--- config.mk ---
export PLATFORM = sky130hd
export DESIGN_NAME = lfu_ctrl
export DESIGN_NICKNAME = d
export VERILOG_FILES = /design/src/design/lfu_pkg.sv /design/src/design/lfu_ctrl.sv
export VERILOG_INCLUDE_DIRS = /design/src /design/src/design
export SDC_FILE = /design/constraint.sdc
export NUM_CORES = 1
export LEC_CHECK = 0
export BUFFER_PORTS_ARGS = -buffer_cell sky130_fd_sc_hd__buf_2
export CAP_MARGIN = 20
export CORE_AREA = 2 2 39 41
export DETAILED_ROUTE_END_ITERATION = 10
export DIE_AREA = 0 0 41 43
export PLACE_DENSITY_LB_ADDON = 0.1
export SETUP_SLACK_MARGIN = 0.05
export SYNTH_ARGS = -nofsm -noshare
export SYNTH_HDL_FRONTEND = slang
export SYNTH_SLANG_ARGS = --single-unit
--- constraint.sdc ---
create_clock -name clock -period 4.6 [get_ports clock]
set_clock_uncertainty 0.05 [all_clocks]
set_input_delay 1.15 -clock clock [delete_from_list [all_inputs] [get_ports clock]]
set_output_delay 1.15 -clock clock [all_outputs]
set_load 0.01 [all_outputs]
--- src/design/lfu_cached_reference_table_defines.svh ---
// Assertion macros shared by the design files.
`ifndef LFU_CACHED_REFERENCE_TABLE_DEFINES_SVH
`define LFU_CACHED_REFERENCE_TABLE_DEFINES_SVH

// Same-cycle implication.
`define LFU_ASSERT_NOW(label, clk, rst, cond, prop) \
   label: assert property (@(posedge clk) disable iff (rst) (cond) |-> (prop)) \
      else $error("lfu: check failed");

// Next-cycle implication.
`define LFU_ASSERT_NEXT(label, clk, rst, cond, prop) \
   label: assert property (@(posedge clk) disable iff (rst) (cond) |=> (prop)) \
      else $error("lfu: check failed");

`endif

--- src/design/lfu_pkg.sv ---
package lfu_pkg;

   localparam int CACHE_ENTRIES = 8;
   localparam int TABLE_DEPTH   = 256;

   localparam int KEY_W    = 32;
   localparam int USES_W   = 16;
   localparam int SLOT_W   = 8;
   localparam int STATUS_W = 2;
   localparam int ADDR_W   = (TABLE_DEPTH > 1) ? $clog2(TABLE_DEPTH) : 1;
   localparam int COUNT_W  = $clog2(TABLE_DEPTH + 1);
   localparam int CIDX_W   = (CACHE_ENTRIES > 1) ? $clog2(CACHE_ENTRIES) : 1;

   localparam logic [USES_W-1:0] USES_MAX = '1;

   localparam logic KIND_LOOKUP = 1'b0;
   localparam logic KIND_ADD    = 1'b1;

   localparam logic [STATUS_W-1:0] ST_OK        = 2'd0;
   localparam logic [STATUS_W-1:0] ST_NOT_FOUND = 2'd1;
   localparam logic [STATUS_W-1:0] ST_DUPLICATE = 2'd2;
   localparam logic [STATUS_W-1:0] ST_FULL      = 2'd3;

   typedef struct packed {
      logic                load;
      logic                cache_update;
      logic                scan_start;
      logic                scan_run;
      logic                append;
      logic                install;
      logic                set_status;
      logic [STATUS_W-1:0] status;
   } lfu_cmd_type;

   typedef struct packed {
      logic kind;
      logic cache_hit;
      logic scan_match;
      logic scan_done;
      logic table_full;
   } lfu_sts_type;

endpackage

--- src/design/lfu_ctrl.sv ---
`include "lfu_cached_reference_table_defines.svh"

module lfu_ctrl (
   input  logic                 clock,
   input  logic                 reset,
   input  logic                 start,
   output logic                 busy,
   output logic                 rsp_valid,
   input  lfu_pkg::lfu_sts_type sts,
   output lfu_pkg::lfu_cmd_type cmd
);
   import lfu_pkg::*;

   typedef enum logic [4:0] {
      S_IDLE    = 5'b00001,
      S_LOOKUP  = 5'b00010,
      S_SCAN    = 5'b00100,
      S_INSTALL = 5'b01000,
      S_RESPOND = 5'b10000
   } state_type;

   state_type state_ff;
   state_type state_in;

   always_comb begin
      state_in = state_ff;
      cmd      = '0;
      case (state_ff)
         S_IDLE: begin
            if (start) begin
               cmd.load = 1'b1;
               state_in = S_LOOKUP;
            end
         end
         S_LOOKUP: begin
            if (sts.cache_hit) begin
               cmd.cache_update = 1'b1;
               cmd.set_status   = 1'b1;
               cmd.status       = (sts.kind == KIND_ADD) ? ST_DUPLICATE : ST_OK;
               state_in         = S_RESPOND;
            end else begin
               cmd.scan_start = 1'b1;
               state_in       = S_SCAN;
            end
         end
         S_SCAN: begin
            cmd.scan_run = 1'b1;
            if (sts.scan_match) begin
               cmd.set_status = 1'b1;
               cmd.status     = (sts.kind == KIND_ADD) ? ST_DUPLICATE : ST_OK;
               state_in       = S_INSTALL;
            end else if (sts.scan_done) begin
               cmd.set_status = 1'b1;
               if (sts.kind == KIND_LOOKUP) begin
                  cmd.status = ST_NOT_FOUND;
                  state_in   = S_RESPOND;
               end else if (sts.table_full) begin
                  cmd.status = ST_FULL;
                  state_in   = S_RESPOND;
               end else begin
                  cmd.append = 1'b1;
                  cmd.status = ST_OK;
                  state_in   = S_INSTALL;
               end
            end
         end
         S_INSTALL: begin
            cmd.install = 1'b1;
            state_in    = S_RESPOND;
         end
         S_RESPOND: begin
            state_in = S_IDLE;
         end
         default: begin
            state_in = S_IDLE;
         end
      endcase
   end

   always_ff @(posedge clock) begin
      if (reset) begin
         state_ff <= S_IDLE;
      end else begin
         state_ff <= state_in;
      end
   end

   assign busy      = (state_ff != S_IDLE);
   assign rsp_valid = (state_ff == S_RESPOND);

   `LFU_ASSERT_NEXT(a_resp_then_idle, clock, reset, rsp_valid, !busy && !rsp_valid)
   `LFU_ASSERT_NOW(a_append_only_on_add, clock, reset, cmd.append, sts.kind && !sts.table_full)

endmodule

==> summary.md <==
| Metric | Value |
|---|---|
| Status | `finished, final reports clean` |
| Slowest-stage cell, CP | `nor4bb_1` |
| IO Pins | `19` |
| Port buffer count | `18` |
| Final Hold Fails | `0` |
| Crit path required time | `3.40 ns` |
| Clk Latency, worst-skew pair | `0.24 ns` |
| Max-cap violations | `0` |
| NumNets Final | `74` |
| Number of global-route vias before repair | `349` |
| Commonest non-fill, non-tap cell in the layout | `buf_2` |
| Die Area | `between 0.0015 and 0.002 mm²` |
| Layout cells sized above 1 | `41.5%` |
| Biggest regs | `state_ff: 5 flops` |
| GRT Total Usage | `11.7%` |
| Area grow syn2layout | `38.7%` |
| Syn Area/Cell | `8.21 µm²` |
| Antenna Nets Post-Route | `0` |
| Crit start category | `input pin` |
| Crit path cell chain | `buf_2 > nor2b_1 > nor4bb_1 > and2_1 > buf_2` |
| Unrepaired setup endpoints after global routing | `false` |
| Hold Path Sink | `state_ff[0]$_SDFFE_PP1P_` |
| DRC | `0` |
| Final setup viols | `0` |
| Mapped Cells | `between 40 and 50` |
| Clk root buf | `clkbuf_4` |
| DRT Pass-1 Iters | `4` |
| WP data arrival | `2.04 ns` |
| Routed wire length | `892 µm` |
| Largest register FFs | `5` |
| TritonCTS clock tree | `done` |
| R2R Path Start | `state_ff[4]$_SDFFE_PP0P_` |
| DP Wirelength | `around 750 µm` |
| TritonCTS Buffers | `3` |
| CTS sink cnt | `5` |
| Largest Register | `state_ff` |
| Non-filler instance count after layout | `between 80 and 90` |
| Syn Nets | `51` |
| Total grt overflow | `0` |
| Hold Path Depth | `1` |
| Die W | `41 µm` |
| Worst-Margin Slew | `between 0.4 and 0.5 ns` |
| Most frequent cells in the layout | `18 x buf_2, 5 x inv_1, 5 x nor3_1, 5 x dfxtp_1, 4 x nor2_1` |
| Num rows | `14` |
| Critical path class | `in -> out` |
| Drt wl/cell | `11.0 µm` |
| VDD IR max | `0.0940 mV` |
| First-pass GRT wire length | `1370 µm` |
| Mapped cell area | `353 µm²` |
| Post-CTS sizing | `0` |
| Vias | `378` |
| Placed Instances | `77` |
| Count of different cell masters after synthesis | `23` |
| FMAX | `between 300 and 400 MHz` |
| Min-Delay Path Class | `reg -> reg` |
| YS warnings | `0` |
| Endpoint class of the critical path | `output port` |
| Final GP Congestion | `around 0.63` |
| Slew Limit Headroom | `72.8%` |
| Period utilisation layout | `70.4%` |
| # Post-CTS Setup Buffers | `0` |
| #FFs+latches synth | `5` |
| Setup TNS | `0 ns` |
| Count of pins over their slew limit | `0` |
| Longest Clk Path Bufs | `2` |
| Post-DR vias/cell | `4.67` |
| Initial Util | `25.5%` |
| Fillers | `157` |
| Die Span Y | `43 µm` |
| Core ar. | `0.00138 mm²` |
| Ant diodes | `0` |
| Hold-fix buffers, CTS | `0` |
| R2R depth | `4` |
| Hold Startpoint | `state_ff[4]$_SDFFE_PP0P_` |
| Crit path top cell by count | `buf_2` |
| Reg-to-reg critical path endpoint | `state_ff[2]$_SDFFE_PP0P_` |
| Worst-path clk slew | `around 0.04 ns` |
| Initial antenna violation count | `0` |
| Post-synthesis sequential area ratio | `approximately 28%` |
| 1st-iter DRT viols | `3` |
| Leak | `0.000245 µW` |
| R2R Setup Slk | `2.91 ns` |
| Fin crit period | `3.24 ns` |
| Power per cell area | `235 mW/mm²` |
| Slowest stage delay, CP | `~0.35 ns` |
| Largest net degree at the start of global routing | `9` |
| Worst Path Max Fanout | `3` |
| H-Tree Depth | `1` |
[kinds of logic after synthesis]
logic type	Yosys count	synth area share, %
compound gates	8	17.7
buf+inv	5	5.32
flops	5	28.4
simple gates	25	48.6
[how the worst max path moves through the flow]
stage / start / endpoint / slack, ns / cells after the start
floorplan: sts[4] / cmd[0] / 1.62 / 3
finish: sts[4] / cmd[0] / 1.36 / 5
global placement: sts[4] / cmd[0] / 1.41 / 5
global route: sts[4] / cmd[0] / 1.27 / 5
CTS: sts[4] / cmd[0] / 1.37 / 5
detailed placement: sts[4] / cmd[0] / 1.38 / 5
[metrics by stage]
| stage | area (µm²) | power [µW] | hold WS [ns] | worst slack [ns] | utilization (%) |
|---|---|---|---|---|---|
| after floorplan | 353 | 57.5 | 0.502 | 1.62 | - |
| after global placement | 463 | 66.8 | 0.577 | 1.41 | 33.5 |
| after detailed placement | 463 | 66.4 | 0.574 | 1.38 | 33.5 |
| after CTS | 489 | 117 | 0.584 | 1.37 | 35.4 |
| after global routing | 489 | 122 | 0.604 | 1.27 | 35.4 |
| final | 489 | 115 | 0.581 | 1.36 | 35.4 |
[critical path: cells and delay by family]
family	cells	cell delay, ns
buffers and inverters	2	0.22
AND/OR/NAND/NOR	3	0.67
[area by class of cell]
cell class                      count  area, µm²  area share, %
Timing Repair Buffer               18       90.1           18.4
Multi-Input combinational cell     33        234           47.8
Clock buffer                        4       26.3           5.37
Tap cell                           16       20.0           4.09
Sequential cell                     5        100           20.5
Inverter                            5       18.8           3.84
[metal layers]
layer	up-vias	part of all wire, %	global-route usage, %
met5	-	0	0
met4	0	0	6.00
met3	0	8.6	3.66
li1	207	-	-
met1	154	44	14.5
met2	17	48	17.2
[Yosys cell counts]
master	n	share of area, %
dfxtp_1	5	28
inv_1	5	5.3
nor3_1	5	7.1
nor2_1	4	4.3
a21oi_1	2	2.8
nand2_1	2	2.1
nor2b_1	2	3.5
nor3b_2	2	7.1
or3_1	2	3.5
a211o_1	1	2.5
a221oi_2	1	4.3
and2_1	1	1.8
and3_1	1	1.8
and3b_1	1	2.5
and3b_2	1	2.8
and4bb_2	1	3.5
nor4_1	1	1.8
nor4bb_1	1	2.8
o21a_1	1	2.1
o21ai_0	1	1.4
o21bai_1	1	2.1
o311ai_0	1	2.5
or4b_4	1	3.9
[power breakdown]
group	switching, µW	internal, µW	total (µW)
registers	1.88	44.9	46.8
logic	9.97	8.79	18.8
clock network	16.8	32.7	49.5
total	28.7	86.4	115
No activity file was read; power rests on OpenSTA's default activity.
